===== src/hw/rtl/texture_frame_animator_macros.svh =====
// Assertion macros shared by the texture frame animator RTL.
// Every macro samples on clk and is disabled while rst is high.
`ifndef TEXTURE_FRAME_ANIMATOR_MACROS_SVH
`define TEXTURE_FRAME_ANIMATOR_MACROS_SVH

// Consequent must hold in the same cycle as the antecedent.
`define TFA_ASSERT_SAME(label, ante, cons) \
  label: assert property (@(posedge clk) disable iff (rst) (ante) |-> (cons)) \
    else $error("tfa assertion failed");

// Consequent must hold in the cycle after the antecedent.
`define TFA_ASSERT_NEXT(label, ante, cons) \
  label: assert property (@(posedge clk) disable iff (rst) (ante) |=> (cons)) \
    else $error("tfa assertion failed");

`endif


===== src/hw/rtl/tfa_pkg.sv =====
// Package for the texture frame animator: payload types, widths, codes.
// No dependencies; used by every module of the block.
`timescale 1ns / 1ps
package tfa_pkg;

  localparam int POS_BITS   = 16;
  localparam int DELAY_W    = 16;
  localparam int RATE_W     = 8;
  localparam int RND_W      = 10;
  localparam int STEP_W     = DELAY_W + RATE_W;
  // Forward sum pos + step, one spare bit for the carry
  localparam int SUM_W      = ((POS_BITS > STEP_W) ? POS_BITS : STEP_W) + 1;
  // Signed working width for pos - step and the blink reflection
  localparam int XW         = SUM_W + 2;
  // Divisor holds n or 2n-1
  localparam int DVS_W      = POS_BITS + 1;
  // Divider retires this many quotient bits per cycle while stepping
  localparam int DIV_BITS   = 4;
  localparam int DIV_STEPS  = (SUM_W + DIV_BITS - 1) / DIV_BITS;
  localparam int DIVD_W     = DIV_STEPS * DIV_BITS;
  localparam int CNT_W      = $clog2(DIV_STEPS);

  localparam logic [RND_W-1:0] TRIGGER_LEVEL = RND_W'(985);

  // Blink modes
  localparam logic [1:0] MODE_RANDOM = 2'd0;
  localparam logic [1:0] MODE_NEVER  = 2'd2;
  localparam logic [1:0] MODE_HOLD   = 2'd3;

  // How the final position is formed
  localparam logic [1:0] KIND_PASS = 2'd0;  // settled without the divider
  localparam logic [1:0] KIND_FWD  = 2'd1;  // forward loop, pos = rem
  localparam logic [1:0] KIND_REV  = 2'd2;  // reverse loop, pos = n - rem, or 0 when rem is 0
  localparam logic [1:0] KIND_PP   = 2'd3;  // ping-pong fold over 2n-1

  typedef struct packed {
    logic [POS_BITS-1:0] frame_pos;
    logic [POS_BITS-1:0] frame_count;
    logic [DELAY_W-1:0]  advance_delay;
    logic [RATE_W-1:0]   update_rate;
    logic                blink_enable;
    logic                blink_active;
    logic                reverse_dir;
    logic [1:0]          blink_mode;
    logic [RND_W-1:0]    random_draw;
  } tfa_in_t;

  typedef struct packed {
    logic [POS_BITS-1:0] new_pos;
    logic                new_active;
    logic                new_reverse;
    logic                mode_consumed;
  } tfa_out_t;

  // Controller to datapath
  typedef struct packed {
    logic load_in;
    logic mul;
    logic prep;
    logic div_step;
    logic load_out;
  } tfa_cmd_t;

  // Datapath to controller
  typedef struct packed {
    logic need_div;
  } tfa_stat_t;

endpackage


===== src/hw/rtl/tfa_div.sv =====
// Iterative remainder unit, DIV_BITS restoring steps per cycle while step is high.
// Depends on tfa_pkg.
`timescale 1ns / 1ps
module tfa_div
  import tfa_pkg::*;
(
  input  logic              clk,
  input  logic              load,
  input  logic              step,
  input  logic [DIVD_W-1:0] dividend,
  input  logic [DVS_W-1:0]  divisor,
  output logic [DVS_W-1:0]  rem
);

  logic [DIVD_W-1:0] shreg;
  logic [DVS_W-1:0]  dvs;
  logic [DIVD_W-1:0] shreg_next;
  logic [DVS_W-1:0]  rem_next;

  // DIV_BITS shift-compare-subtract steps on the partial remainder
  always_comb begin
    logic [DVS_W:0] t;
    shreg_next = shreg;
    rem_next   = rem;
    for (int k = 0; k < DIV_BITS; k++) begin
      t = {rem_next, shreg_next[DIVD_W-1]};
      if (t >= {1'b0, dvs}) begin
        t = t - {1'b0, dvs};
      end
      rem_next   = t[DVS_W-1:0];
      shreg_next = {shreg_next[DIVD_W-2:0], 1'b0};
    end
  end

  always_ff @(posedge clk) begin
    if (load) begin
      shreg <= dividend;
      dvs   <= divisor;
      rem   <= '0;
    end else if (step) begin
      shreg <= shreg_next;
      rem   <= rem_next;
    end
  end

endmodule


===== src/hw/rtl/tfa_dpath.sv =====
// Datapath: input capture, step multiply, mode decode, divider, result.
// Depends on tfa_pkg and tfa_div.
`timescale 1ns / 1ps
module tfa_dpath
  import tfa_pkg::*;
(
  input  logic      clk,
  input  tfa_in_t   in_data,
  input  tfa_cmd_t  cmd,
  output tfa_stat_t stat,
  output tfa_out_t  out_data
);

  tfa_in_t             in_q;
  logic [STEP_W-1:0]   prod;
  logic [POS_BITS-1:0] n_q;

  logic [1:0]          kind;
  logic [POS_BITS-1:0] pass_pos;
  logic                act;
  logic                rev;
  logic                cons;

  logic [1:0]          kind_next;
  logic [POS_BITS-1:0] pass_pos_next;
  logic                act_next;
  logic                rev_next;
  logic [DIVD_W-1:0]   dividend;
  logic [DVS_W-1:0]    divisor;
  logic [DVS_W-1:0]    rem;

  logic [SUM_W-1:0]    sum;
  logic signed [XW-1:0] xs_add;
  logic signed [XW-1:0] xs_sub;
  logic signed [XW-1:0] n_x;
  logic signed [XW-1:0] refl;
  logic signed [XW-1:0] xpp;
  logic signed [XW-1:0] upp;
  logic [DVS_W-1:0]    period;
  logic                fire;

  tfa_out_t            res;

  // Capture request, then multiply and clamp the count
  always_ff @(posedge clk) begin
    if (cmd.load_in) begin
      in_q <= in_data;
    end
    if (cmd.mul) begin
      prod <= STEP_W'(in_q.advance_delay) * STEP_W'(in_q.update_rate);
      n_q  <= (in_q.frame_count == '0) ? POS_BITS'(1) : in_q.frame_count;
    end
  end

  assign sum    = SUM_W'(in_q.frame_pos) + SUM_W'(prod);
  assign xs_add = $signed(XW'(sum));
  assign xs_sub = $signed(XW'(in_q.frame_pos)) - $signed(XW'(prod));
  assign n_x    = $signed(XW'(n_q));
  assign refl   = (n_x <<< 1) - $signed(XW'(1)) - xs_add;
  assign xpp    = in_q.reverse_dir ? xs_sub : xs_add;
  assign upp    = (xpp < 0) ? -xpp : xpp;
  assign period = (DVS_W'(n_q) << 1) - DVS_W'(1);
  assign fire   = (in_q.blink_mode == MODE_RANDOM) ? (in_q.random_draw > TRIGGER_LEVEL)
                                                   : (in_q.blink_mode != MODE_NEVER);

  // Mode decode: settle simple cases, set up the divider for the rest
  always_comb begin
    kind_next     = KIND_PASS;
    pass_pos_next = in_q.frame_pos;
    act_next      = in_q.blink_active;
    rev_next      = in_q.reverse_dir;
    dividend      = DIVD_W'(sum);
    divisor       = DVS_W'(n_q);
    if (in_q.blink_enable) begin
      if (!in_q.blink_active) begin
        if (fire) begin
          act_next = 1'b1;
          rev_next = 1'b0;
        end
      end else if (!in_q.reverse_dir) begin
        if (xs_add >= n_x) begin
          if (in_q.blink_mode == MODE_HOLD) begin
            pass_pos_next = n_q - POS_BITS'(1);
          end else if (refl < 0) begin
            pass_pos_next = '0;
            act_next      = 1'b0;
            rev_next      = 1'b0;
          end else begin
            pass_pos_next = refl[POS_BITS-1:0];
            rev_next      = 1'b1;
          end
        end else begin
          pass_pos_next = sum[POS_BITS-1:0];
        end
      end else begin
        if (xs_sub < 0) begin
          pass_pos_next = '0;
          act_next      = 1'b0;
          rev_next      = 1'b0;
        end else begin
          pass_pos_next = xs_sub[POS_BITS-1:0];
        end
      end
    end else if (in_q.blink_active) begin
      // Ping-pong: fold |x| over the period 2n-1 when out of range
      if (xpp >= 0 && xpp < n_x) begin
        pass_pos_next = xpp[POS_BITS-1:0];
      end else begin
        kind_next = KIND_PP;
        dividend  = DIVD_W'(upp[SUM_W-1:0]);
        divisor   = period;
      end
    end else if (!in_q.reverse_dir) begin
      kind_next = KIND_FWD;
    end else begin
      if (xs_sub >= 0) begin
        pass_pos_next = xs_sub[POS_BITS-1:0];
      end else begin
        kind_next = KIND_REV;
        dividend  = DIVD_W'(-xs_sub);
      end
    end
  end

  assign stat.need_div = (kind_next != KIND_PASS);

  always_ff @(posedge clk) begin
    if (cmd.prep) begin
      kind     <= kind_next;
      pass_pos <= pass_pos_next;
      act      <= act_next;
      rev      <= rev_next;
      cons     <= in_q.blink_enable;
    end
  end

  tfa_div u_div (
    .clk      (clk),
    .load     (cmd.prep),
    .step     (cmd.div_step),
    .dividend (dividend),
    .divisor  (divisor),
    .rem      (rem)
  );

  // Turn the remainder, or the settled position, into the final position
  always_comb begin
    res.new_pos       = pass_pos;
    res.new_active    = act;
    res.new_reverse   = rev;
    res.mode_consumed = cons;
    unique case (kind)
      KIND_PASS: begin
        res.new_pos = pass_pos;
      end
      KIND_FWD: begin
        res.new_pos = rem[POS_BITS-1:0];
      end
      KIND_REV: begin
        res.new_pos = (rem == '0) ? '0 : (n_q - rem[POS_BITS-1:0]);
      end
      KIND_PP: begin
        if (rem == '0) begin
          res.new_pos     = '0;
          res.new_reverse = 1'b1;
        end else if (rem < DVS_W'(n_q)) begin
          res.new_pos     = rem[POS_BITS-1:0];
          res.new_reverse = 1'b0;
        end else begin
          res.new_pos     = POS_BITS'(period - rem);
          res.new_reverse = 1'b1;
        end
      end
      default: begin
        res.new_pos = pass_pos;
      end
    endcase
  end

  // Output register
  always_ff @(posedge clk) begin
    if (cmd.load_out) begin
      out_data <= res;
    end
  end

endmodule


===== src/hw/rtl/tfa_ctrl.sv =====
// Controller: sequences capture, multiply, decode, divide and output load.
// Depends on tfa_pkg and the assertion macro header.
`timescale 1ns / 1ps
`include "texture_frame_animator_macros.svh"
module tfa_ctrl
  import tfa_pkg::*;
(
  input  logic      clk,
  input  logic      rst,
  input  logic      in_valid,
  output logic      in_ready,
  output logic      out_valid,
  input  logic      out_ready,
  input  tfa_stat_t stat,
  output tfa_cmd_t  cmd
);

  localparam logic [2:0] ST_IDLE = 3'd0;
  localparam logic [2:0] ST_MUL  = 3'd1;
  localparam logic [2:0] ST_PREP = 3'd2;
  localparam logic [2:0] ST_DIV  = 3'd3;
  localparam logic [2:0] ST_FIN  = 3'd4;

  logic [2:0]       state;
  logic [2:0]       state_next;
  logic [CNT_W-1:0] cnt;
  logic [CNT_W-1:0] cnt_next;
  logic             out_free;

  assign out_free = !out_valid || out_ready;
  assign in_ready = (state == ST_IDLE);

  // Next state and commands
  always_comb begin
    state_next = state;
    cnt_next   = cnt;
    cmd        = '0;
    unique case (state)
      ST_IDLE: begin
        if (in_valid) begin
          cmd.load_in = 1'b1;
          state_next  = ST_MUL;
        end
      end
      ST_MUL: begin
        cmd.mul    = 1'b1;
        state_next = ST_PREP;
      end
      ST_PREP: begin
        cmd.prep   = 1'b1;
        cnt_next   = '0;
        state_next = stat.need_div ? ST_DIV : ST_FIN;
      end
      ST_DIV: begin
        cmd.div_step = 1'b1;
        cnt_next     = cnt + CNT_W'(1);
        if (cnt == CNT_W'(DIV_STEPS - 1)) begin
          state_next = ST_FIN;
        end
      end
      ST_FIN: begin
        if (out_free) begin
          cmd.load_out = 1'b1;
          state_next   = ST_IDLE;
        end
      end
      default: begin
        state_next = ST_IDLE;
      end
    endcase
  end

  always_ff @(posedge clk) begin
    if (rst) begin
      state     <= ST_IDLE;
      cnt       <= '0;
      out_valid <= 1'b0;
    end else begin
      state <= state_next;
      cnt   <= cnt_next;
      if (cmd.load_out) begin
        out_valid <= 1'b1;
      end else if (out_ready) begin
        out_valid <= 1'b0;
      end
    end
  end

  `TFA_ASSERT_SAME(a_no_overwrite, cmd.load_out, !out_valid || out_ready)
  `TFA_ASSERT_NEXT(a_accept_to_mul, in_valid && in_ready, state == ST_MUL)
  `TFA_ASSERT_SAME(a_div_count, state == ST_DIV, cnt <= CNT_W'(DIV_STEPS - 1))
  `TFA_ASSERT_NEXT(a_result_held, out_valid && !out_ready, out_valid)

endmodule


===== src/hw/rtl/texture_frame_animator.sv =====
// Each request steps through capture, multiply, decode and output load; a forward
// loop or a reverse or ping-pong wrap adds the divider iterations after decode.
// A new request is taken only once the last is in the output register; the remainder
// unit retires 4 quotient bits a cycle over a 28-bit dividend (7 iterations).
// An output register holds a result while the next request is taken.
// Reset (rst, synchronous, active high) clears the controller and output valid.
`timescale 1ns / 1ps
module texture_frame_animator
  import tfa_pkg::*;
(
  input  logic     clk,
  input  logic     rst,
  input  logic     in_valid,
  output logic     in_ready,
  input  tfa_in_t  in_data,
  output logic     out_valid,
  input  logic     out_ready,
  output tfa_out_t out_data
);

  tfa_cmd_t  cmd;
  tfa_stat_t stat;

  tfa_ctrl u_ctrl (
    .clk       (clk),
    .rst       (rst),
    .in_valid  (in_valid),
    .in_ready  (in_ready),
    .out_valid (out_valid),
    .out_ready (out_ready),
    .stat      (stat),
    .cmd       (cmd)
  );

  tfa_dpath u_dpath (
    .clk      (clk),
    .in_data  (in_data),
    .cmd      (cmd),
    .stat     (stat),
    .out_data (out_data)
  );

endmodule


===== config.mk =====
export PLATFORM = sky130hd
export DESIGN_NAME = texture_frame_animator
export DESIGN_NICKNAME = d
export VERILOG_FILES = /design/src/hw/rtl/tfa_pkg.sv /design/src/hw/rtl/tfa_div.sv /design/src/hw/rtl/tfa_dpath.sv /design/src/hw/rtl/tfa_ctrl.sv /design/src/hw/rtl/texture_frame_animator.sv
export VERILOG_INCLUDE_DIRS = /design/src /design/src/hw/rtl
export SDC_FILE = /design/constraint.sdc
export NUM_CORES = 1
export LEC_CHECK = 0
export ABC_AREA = 1
export BUFFER_PORTS_ARGS = -buffer_cell sky130_fd_sc_hd__buf_2
export CAP_MARGIN = 30
export CORE_ASPECT_RATIO = 1.2
export CORE_MARGIN = 1.5
export CORE_UTILIZATION = 65
export CTS_CLUSTER_DIAMETER = 200
export DETAILED_ROUTE_END_ITERATION = 16
export PLACE_DENSITY = 0.83
export SYNTH_ARGS = -nofsm -noshare
export SYNTH_HDL_FRONTEND = slang
export SYNTH_SLANG_ARGS = --single-unit

===== constraint.sdc =====
create_clock -name clk -period 20.1 [get_ports clk]
set_input_delay 2.01 -clock clk [delete_from_list [all_inputs] [get_ports clk]]
set_output_delay 2.01 -clock clk [all_outputs]
set_load 0.005 [all_outputs]

## Word-level counts from Yosys, hierarchy flattened

Cells that the tools add are included.
Widths: inputs -> output; s select.

| storage, ports and cells | value |
|---|---|
| output and inout bits | 21 |
| input bits | 75 |
| logic and storage cells | 153 |
| register bits after elaboration | 220 |

| operators by class | value |
|---|---|
| reduce and logical (&&, ||, !) cells | 14 |
| eq/ne operators | 13 |
| multiply operators | 1 |
| bitwise operators | 1 |
| add/sub/neg operators | 15 |
| order comparisons | 13 |
| mux-type cells | 69 |

Operator list:

| cell | number |
|---|---|
| $mux 16 | 17 |
| $mux 28 | 6 |
| $ge 18x17->1 | 4 |
| $mux 17 | 4 |
| $sub 17x17->17 | 4 |
| $pmux 16 s4 | 1 |
| $lt 27x1->1 const B | 2 |
| $mux 25 | 2 |
| $sub 16x16->16 | 2 |
| $neg 25->28 | 1 |
| $ge 27x1->1 const B | 1 |
| $lt 27x17->1 | 1 |
| $mux 1 | 27 |
| $mux 27 | 1 |
| $sub 18x26->27 | 1 |
| $add 16x24->25 | 1 |
| $ge 25x1->1 const B | 1 |
| $ge 25x16->1 | 1 |
| $lt 25x1->1 const B | 1 |
| $neg 25->25 | 1 |
| $sub 16x24->25 | 1 |
| $mul 16x8->24 | 1 |
| $sub 17x1->18 const B | 1 |
| $logic_not 17->1 | 1 |
| other kinds (26) | 43 |

## Depth between registers and ports, before layout

Gate-level depths: netlist (run 1).

| logic depth | value |
|---|---|
| depth in word-level cells | 10 |
| gate-level depth with buffers | 61 |
| depth with buffers taken out | 58 |

## By module

Synthesis (run 1) repeated with hierarchy kept, for this count alone.

| second synthesis, totals | value |
|---|---|
| cell total of the unflattened synthesis | 4072 |
| area, all modules | 27363.7 sq um |

By module, submodules not included:

| module | sequential area each (sq um) | area an instance (sq um) | instances | cells an instance |
|---|---|---|---|---|
| tfa_dpath | 4504.3 | 19995.4 | 1 | 2944 |
| tfa_div | 1691.6 | 6966.7 | 1 | 1071 |
| tfa_ctrl | 140.1 | 401.6 | 1 | 57 |

## Least setup slack after synthesis (run 1)

OpenSTA, ideal clock, no wires.

| path | value |
|---|---|
| kind | flip-flop to flip-flop |
| start point | register u_dpath.u_div.dvs[1] |
| end point | register u_dpath.u_div.rem[14] |
| path buffers | 4 |
| stages on the path, launching flop included | 51 |
| arrival time | 8.010 ns |
| clock period less this slack | 8.124 ns |
| setup time | 0.114 ns |
| required time | 19.986 ns |
| setup slack | 11.976 ns |
| path through | edfxtp_1 -> inv_1 -> fa_1 -> nand3_1 -> nand2_2 -> a21oi_2 -> o21ai_2 -> nand2_2 -> nand2_4 -> clkbuf_1 -> o21ai_0 -> inv_1 -> fa_1 -> o21ai_1 -> a21o_1 -> inv_1 -> o21ai_1 -> nand2_1 -> [... 15 more ...] -> buf_6 -> nand2_1 -> nand2_1 -> inv_1 -> fa_1 -> nand3_1 -> nand2_1 -> nand2_1 -> a21oi_1 -> nor2_1 -> o21ai_0 -> nand3b_1 -> o21ai_0 -> a211oi_2 -> buf_2 -> nand3_1 -> nand3_1 -> nand2_1 |

| between the ends | value |
|---|---|
| longest elaborated chain between the ends | 8 |
| elaborated cells between the ends (all ways) | 12 |
| classes of those cells | 4 x add/sub; 4 x order compare; 4 x mux |

Ends and longest elaborated chain:

| what | RTL line | source |
|---|---|---|
| start: declaration | tfa_div.sv:16 | `logic [DVS_W-1:0] dvs;` |
| start signal: assignment | tfa_div.sv:38 | `dvs <= divisor;` |
| $sub 17x17->17 / $ge 18x17->1 (equally long branches) | tfa_div.sv:28, tfa_div.sv:27 |  |
| $mux 17 | tfa_div.sv:27 | `if (t >= {1'b0, dvs}) begin` |
| $sub 17x17->17 / $ge 18x17->1 (equally long branches) | tfa_div.sv:28, tfa_div.sv:27 |  |
| $mux 17 | tfa_div.sv:27 |  |
| $sub 17x17->17 / $ge 18x17->1 (equally long branches) | tfa_div.sv:28, tfa_div.sv:27 |  |
| $mux 17 | tfa_div.sv:27 |  |
| $sub 17x17->17 / $ge 18x17->1 (equally long branches) | tfa_div.sv:28, tfa_div.sv:27 |  |
| $mux 17 (*) | tfa_div.sv:27 |  |
| end signal: assignment | tfa_div.sv:42 | `rem <= rem_next;` |
| end: declaration | tfa_div.sv:12 | `output logic [DVS_W-1:0] rem` |

Mark *: on every way between the ends. The rest lies on a longest branch, timed or not.
A chain may end at the register's enable or synchronous reset.

## Worst setup path after layout (run 1)

| path | value |
|---|---|
| start point | register u_dpath.u_div.shreg[27] |
| end point | register u_dpath.u_div.rem[2] |

| between the ends | value |
|---|---|
| longest elaborated chain between the ends | 8 |
| elaborated cells between the ends (all ways) | 12 |
| classes of those cells | 4 x add/sub; 4 x order compare; 4 x mux |

Ends and longest elaborated chain:

| what | RTL line | source |
|---|---|---|
| start: declaration | tfa_div.sv:15 | `logic [DIVD_W-1:0] shreg;` |
| start signal: assignment | tfa_div.sv:37 | `shreg <= dividend;` |
| start signal: assignment | tfa_div.sv:41 | `shreg <= shreg_next;` |
| $sub 17x17->17 / $ge 18x17->1 (equally long branches) | tfa_div.sv:28, tfa_div.sv:27 |  |
| $mux 17 (*) | tfa_div.sv:27 |  |
| $sub 17x17->17 / $ge 18x17->1 (equally long branches) | tfa_div.sv:28, tfa_div.sv:27 |  |
| $mux 17 (*) | tfa_div.sv:27 |  |
| $ge 18x17->1 / $sub 17x17->17 (equally long branches) | tfa_div.sv:27, tfa_div.sv:28 |  |
| $mux 17 (*) | tfa_div.sv:27 |  |
| $sub 17x17->17 / $ge 18x17->1 (equally long branches) | tfa_div.sv:28, tfa_div.sv:27 |  |
| $mux 17 (*) | tfa_div.sv:27 |  |

Marks and branches as above.

==> results of run 1 <==
stage by stage:
| step | area [um^2] | worst slack, ns | instances |
|---|---|---|---|
| final | 28240 | 10.43 | 4452 |
| after global routing | 28230 | 9.498 | 4451 |
| after CTS | 28220 | 10.53 | 4450 |
| after detailed placement | 27280 | 10.56 | 4403 |
| after global placement | 27280 | 10.69 | 4403 |
| after floorplan | 26560 | 11.98 | 3882 |
flip-flops by register name, indices dropped and copies added (netlist names), 2 cells and up:
signal / flops
u_dpath.in_q: 70
u_dpath.u_div.shreg: 28
u_dpath.prod: 24
u_dpath.out_data: 19
u_dpath.u_div.dvs: 17
u_dpath.u_div.rem: 17
u_dpath.n_q: 16
u_dpath.pass_pos: 16
u_ctrl.cnt: 3
u_ctrl.state: 3
u_dpath.kind: 2
kinds of logic (layout without fill, tap and decap cells):
family | count (synthesis) | count (layout) | share of synthesized area
simple gates | 1818 | 1818 | 0.2894
fa+ha+maj | 344 | 344 | 0.1878
compound gates | 570 | 570 | 0.1213
buf+inv | 790 | 826 | 0.1162
other cells | 0 | 1 | 0
xor+xnor | 141 | 141 | 0.04678
flops | 219 | 219 | 0.2386
critical path, delay by kind of cell, from the launching register on:
| kind | cells | cell delay [ns] |
|---|---|---|
| AOI/OAI and AO/OA | 17 | 4.15 |
| buffers and inverters | 6 | 0.50 |
| and+or+nand+nor | 21 | 2.63 |
| adders and majority gates | 5 | 1.85 |
| DFF | 1 | 0.43 |
worst max path at each step:
| stage | from | end | slack, ns | cells after the start |
|---|---|---|---|---|
| 2_1_floorplan | u_dpath.u_div.dvs[1]$_DFFE_PN_ | u_dpath.u_div.rem[14]$_SDFFE_PN0P_ | 11.98 | 50 |
| 3_3_place_gp | u_dpath.u_div.shreg[27]$_DFFE_PP_ | u_dpath.u_div.rem[8]$_SDFFE_PN0P_ | 10.69 | 49 |
| 3_5_place_dp | u_dpath.u_div.shreg[27]$_DFFE_PP_ | u_dpath.u_div.rem[2]$_SDFFE_PN0P_ | 10.56 | 49 |
| 4_1_cts | u_dpath.u_div.shreg[27]$_DFFE_PP_ | u_dpath.u_div.rem[8]$_SDFFE_PN0P_ | 10.53 | 49 |
| 5_1_grt | u_dpath.u_div.shreg[27]$_DFFE_PP_ | u_dpath.u_div.rem[7]$_SDFFE_PN0P_ | 9.50 | 48 |
| 6_report | u_dpath.u_div.shreg[27]$_DFFE_PP_ | u_dpath.u_div.rem[2]$_SDFFE_PN0P_ | 10.43 | 49 |
cell usage after synthesis, types with 3 or more instances:
library cell,instances
buf_1,5
a21boi_0,6
o211ai_1,17
nand3_1,263
a21oi_1,231
nor2_1,222
o221ai_1,4
inv_1,648
nor3b_1,3
o2111ai_1,14
nand2_2,14
xnor2_1,36
a21boi_1,4
edfxtp_1,195
ha_1,253
nand3_2,4
and2_1,4
o21a_1,10
or2_2,23
clkinv_1,3
o21ai_1,28
a31oi_1,14
buf_4,11
nor3_1,49
clkbuf_1,81
nand4_1,65
a211oi_1,8
a41oi_1,4
a2bb2oi_1,4
nor4_1,13
fa_1,91
o22ai_1,3
a21o_1,16
o21bai_1,19
buf_6,6
xor2_1,104
nand3b_1,10
dfxtp_1,24
nand2_1,1133
o21ai_0,176
buf_2,21
inv_2,11
nor2_2,4
routing by layer:
layer	vias to the layer above	GRT usage	wire length (um)	share of wire
met1	12021	0.4788	31830	0.36
met2	1353	0.7121	40950	0.46
li1	12609	-	-	-
met3	402	0.05882	7387	0.084
met4	4	0.3234	7909	0.090
met5	-	0	32	0.00036
final cells by class:
type / count / area (um^2)
Clock inverter: 16 / 245.2
Antenna cell: 1 / 2.502
Multi-Input combinational cell: 2873 / 17160
Tap cell: 533 / 666.9
Fill cell: 3526 / 11800
Clock buffer: 31 / 689.4
Timing Repair Buffer: 115 / 635.6
Sequential cell: 219 / 6336
Inverter: 664 / 2497
==> results.yml, run 1 <==
run_status:
  outcome: "completed"
floorplan:
  dieArea_mm2: 0.04208
  core_area_mm2: 0.04004
  rows: 80
  dieHeight_um: 224.4
  die_w_um: 187.5
  start_util: 0.6633
  ioPinCount: 96
hold_path:
  whs_path_depth: 0
  hp-class: "flop to flop"
  worstHoldEndpoint: "u_dpath.n_q[8]$_SDFFCE_PN0P_"
  hp-start: "u_dpath.in_q[47]$_DFFE_PP_"
sta:
  fin_crit_ns: 9.670
  report.final.slew_viol_count: 0
  worstMarginPinSlew_ns: 0.9754
  relSlewSlack: 0.3498
  fmax_ghz: 0.1034
  setup_viol: 0
  hold_violations: 0
  whs_ns: 0.4494
  min_period_over_period: 0.4811
  finalSetupTns_ns: 0
  clock_skew_ns: 0.02709
  grt_setup_unrepaired: "no"
setup_path:
  max_stage_delay_ns: 0.45
  cp-start-kind: "flop"
  crit_required_ns: 20.57
  crit-reg2reg-launch: "u_dpath.u_div.shreg[27]$_DFFE_PP_"
  r2r_end: "u_dpath.u_div.rem[2]$_SDFFE_PN0P_"
  path_max_fanout: 30
  ff2ff_setup_slack_ns: 10.43
  slowest_stage: "o21ai_0"
  path_class: "flop to flop"
  reg2regPathDepth: 49
  cp.arrival_ns: 10.14
  critPathCaptureType: "flop"
  cp_common_cell: "nand2_1"
finish:
  layout_commonest_cell: "nand2_1"
  syn2layout_area_growth_pct: 6.323
  drive_gt1_frac: 0.05998
  utilization: 0.7053
  final_nets: 4318
  final_cell_mix: "nand2_1 (1133), inv_1 (648), nand3_1 (263), ha_1 (253), a21oi_1 (231)"
drt:
  initialDrtViolationCount: 2721
  wl_per_cell_um: 19.79
  wirelength_um: 88110
  dr.pass1.iters: 6
  vias_per_cell: 5.927
  postRouteAntennaNets: 0
  vias: 26389
  drt_drc_violations_left: 0
clock_network:
  cts_max_level: 1
  clock-sinks: 219
  clkTransAtPathRegs_ns: 0.06
  cts.repair.resized: 0
  postCtsSetupBuffers: 0
  cts_tree: "yes"
  root_buffer: "clkbuf_16"
  numCtsBuffers: 26
  cts_buffer_depth: 3
  clock_latency_ns: 0.59
  ctsHoldBuffers: 0
synth:
  synth.yosys.seq_area_share: 0.2386
  synth.largest_area_cell: "edfxtp_1"
  syn_area_per_cell_um2: 6.841
  netlist_instances: 3882
  syn-num-nets: 4301
  yosys_warnings: 0
  syn_area_mm2: 0.02656
  synth.distinct_cells: 65
  yosys_register_bits: 219
  synth-edff-count: 195
  async_flop_share: 0
  synth-main-ff-cell: "edfxtp_1"
  ys_top_cells_by_area: "edfxtp_1 (22%), nand2_1 (16%), ha_1 (12%)"
  synth_top_area_frac: 0.2205
placement:
  hpwl_um: 69690
  routabilityCongestion: 1.019
  portBuffers: 94
grt:
  gr-total-overflow: 0
  grt_max_degree: 71
  antenna_found_initial: 3
  grt_pass1_wl_um: 136400
  grtUsageTotal: 0.4192
  grt_pass1_vias: 25349
flow_run:
  drv_cap: 0
Power of run 1 is not shown: default switching activity piles up to over one toggle a cycle in this logic, so the estimate is an artifact.
==> run 2: changes to the inputs <==
==> constraint.sdc (replaced) <==
create_clock -name clk -period 9.8 [get_ports clk]
set_input_delay 0.98 -clock clk [delete_from_list [all_inputs] [get_ports clk]]
set_output_delay 0.98 -clock clk [all_outputs]
set_load 0.005 [all_outputs]
==> run 2 against run 1 <==
- global-route usage down 0.16 points
- routed wire length down 0.18%
- non-clock buffer count up 10
- sequential share of layout area about the same
- sequential cell count unchanged
- critical endpoint is now u_dpath.u_div.rem[8]$_SDFFE_PN0P_
- highest routed layer is now met4
==> results.yml, run 2 (synthesized netlist as in run 1, its figures left out) <==
clock_network:
  clock-sinks: 219
  ctsHoldBuffers: 0
  cts_tree: "yes"
  cts.repair.resized: 0
  postCtsSetupBuffers: 0
  clock_latency_ns: 0.60
  numCtsBuffers: 26
  root_buffer: "clkbuf_16"
  cts_buffer_depth: 3
  clkTransAtPathRegs_ns: 0.06
  cts_max_level: 1
finish:
  drive_gt1_frac: 0.06236
  layout_commonest_cell: "nand2_1"
  fill_cells: 3550
  syn2layout_area_growth_pct: 6.327
  final_cell_mix: "nand2_1 (1133), inv_1 (648), nand3_1 (263), ha_1 (253), a21oi_1 (231)"
  final_nets: 4328
  multi_input_area_mm2: 0.01717
  register_area_mm2: 0.006336
  top_register: "u_dpath.in_q"
  top_regs: "u_dpath.in_q (70), u_dpath.u_div.shreg (28), u_dpath.prod (24)"
  largest_register_ffs: 70
placement:
  routabilityCongestion: 1.036
  post-place-ws_ns: 0.6934
  portBuffers: 94
  hpwl_um: 68720
hold_path:
  hp-start: "u_dpath.cons$_DFFE_PN_"
  hp-class: "flop to flop"
  worstHoldEndpoint: "u_dpath.out_data[0]$_DFFE_PP_"
  whs_path_depth: 0
drt:
  postRouteAntennaNets: 0
  vias: 26386
  dr.pass1.iters: 9
  initialDrtViolationCount: 2770
  drt_drc_violations_left: 0
  vias_per_cell: 5.911
  wirelength_um: 87940
  wl_per_cell_um: 19.70
grt:
  grt_pass1_wl_um: 135700
  grt_pass1_vias: 24982
  grtUsageTotal: 0.4177
  antenna_found_initial: 2
  gr-total-overflow: 0
  grt_max_degree: 71
setup_path:
  crit_required_ns: 10.25
  critPathCaptureType: "flop"
  cp-start-kind: "flop"
  reg2regPathDepth: 48
  slowest_stage: "edfxtp_1"
  r2r_end: "u_dpath.u_div.rem[8]$_SDFFE_PN0P_"
  path_class: "flop to flop"
  path_buf_inv: 6
  max_stage_delay_ns: 0.47
  cp.arrival_ns: 9.30
  path_max_fanout: 28
  cp_top_family: "compound AO/OA/AOI/OAI gates"
  ff2ff_setup_slack_ns: 0.95
  crit-reg2reg-launch: "u_dpath.u_div.dvs[0]$_DFFE_PN_"
  cp_common_cell: "nand2_1"
floorplan:
  die_w_um: 187.5
  core_area_mm2: 0.04004
  rows: 80
  dieArea_mm2: 0.04208
  ioPinCount: 96
  start_util: 0.6633
  dieHeight_um: 224.4
sta:
  setup_viol: 0
  finalSetupTns_ns: 0
  hold_violations: 0
  relSlewSlack: 0.2956
  worstMarginPinSlew_ns: 1.043
  fin_crit_ns: 8.851
  grt_setup_unrepaired: "no"
  clock_skew_ns: 0.05599
  min_period_over_period: 0.9032
  fmax_ghz: 0.1130
  report.final.slew_viol_count: 0
  worst_slack_ns: 0.9487
run_status:
  outcome: "completed"
flow_run:
  drv_cap: 0
[run 2: cell types whose count changed in the layout (fill, tap and decap cells not counted), moves of 2 or more]
cell        delta
clkinv_1       +2
o21ai_0        -4
clkinvlp_4     -3
inv_6          +2
clkinv_2       +4
bufinv_16      -4
o21ai_1        +4
buf_4         +11
[run 2: worst max-delay path by stage]
stage | cells after the start | start | slack [ns] | end
3_3_place_gp | 47 | u_dpath.u_div.dvs[1]$_DFFE_PN_ | 0.90 | u_dpath.u_div.rem[2]$_SDFFE_PN0P_
4_1_cts | 47 | u_dpath.u_div.dvs[1]$_DFFE_PN_ | 0.55 | u_dpath.u_div.rem[11]$_SDFFE_PN0P_
5_1_grt | 47 | u_dpath.u_div.dvs[1]$_DFFE_PN_ | 0.04 | u_dpath.u_div.rem[3]$_SDFFE_PN0P_
2_1_floorplan | 50 | u_dpath.u_div.dvs[1]$_DFFE_PN_ | 1.68 | u_dpath.u_div.rem[14]$_SDFFE_PN0P_
3_5_place_dp | 47 | u_dpath.u_div.dvs[1]$_DFFE_PN_ | 0.69 | u_dpath.u_div.rem[11]$_SDFFE_PN0P_
6_report | 48 | u_dpath.u_div.dvs[0]$_DFFE_PN_ | 0.95 | u_dpath.u_div.rem[8]$_SDFFE_PN0P_
[run 2: final cells by class]
type / count / area share
Multi-Input combinational cell: 2873 / 0.6081
Sequential cell: 219 / 0.2244
Inverter: 664 / 0.08844
Clock buffer: 31 / 0.02517
Timing Repair Buffer: 125 / 0.02490
Tap cell: 533 / 0.02362
Clock inverter: 17 / 0.005228
Antenna cell: 2 / 0.0001772
[run 2: routing by layer]
layer / track usage / part of all wire
met1: 0.4772 / 0.36
met2: 0.6943 / 0.46
met3: 0.07193 / 0.088
met4: 0.3321 / 0.096
met5: 0 / 0
[run 2: through the flow]
step                hold WS [ns]    util  instances  area [um^2]
floorplan                 0.4003       -       3882        26560
global placement          0.4103  0.6833       4413        27360
detailed placement        0.4120  0.6835       4414        27370
CTS                       0.4264  0.7050       4462        28230
global route              0.4511  0.7052       4462        28230
finish                    0.4274  0.7053       4464        28240
Power of run 2 is left out for the same reason.
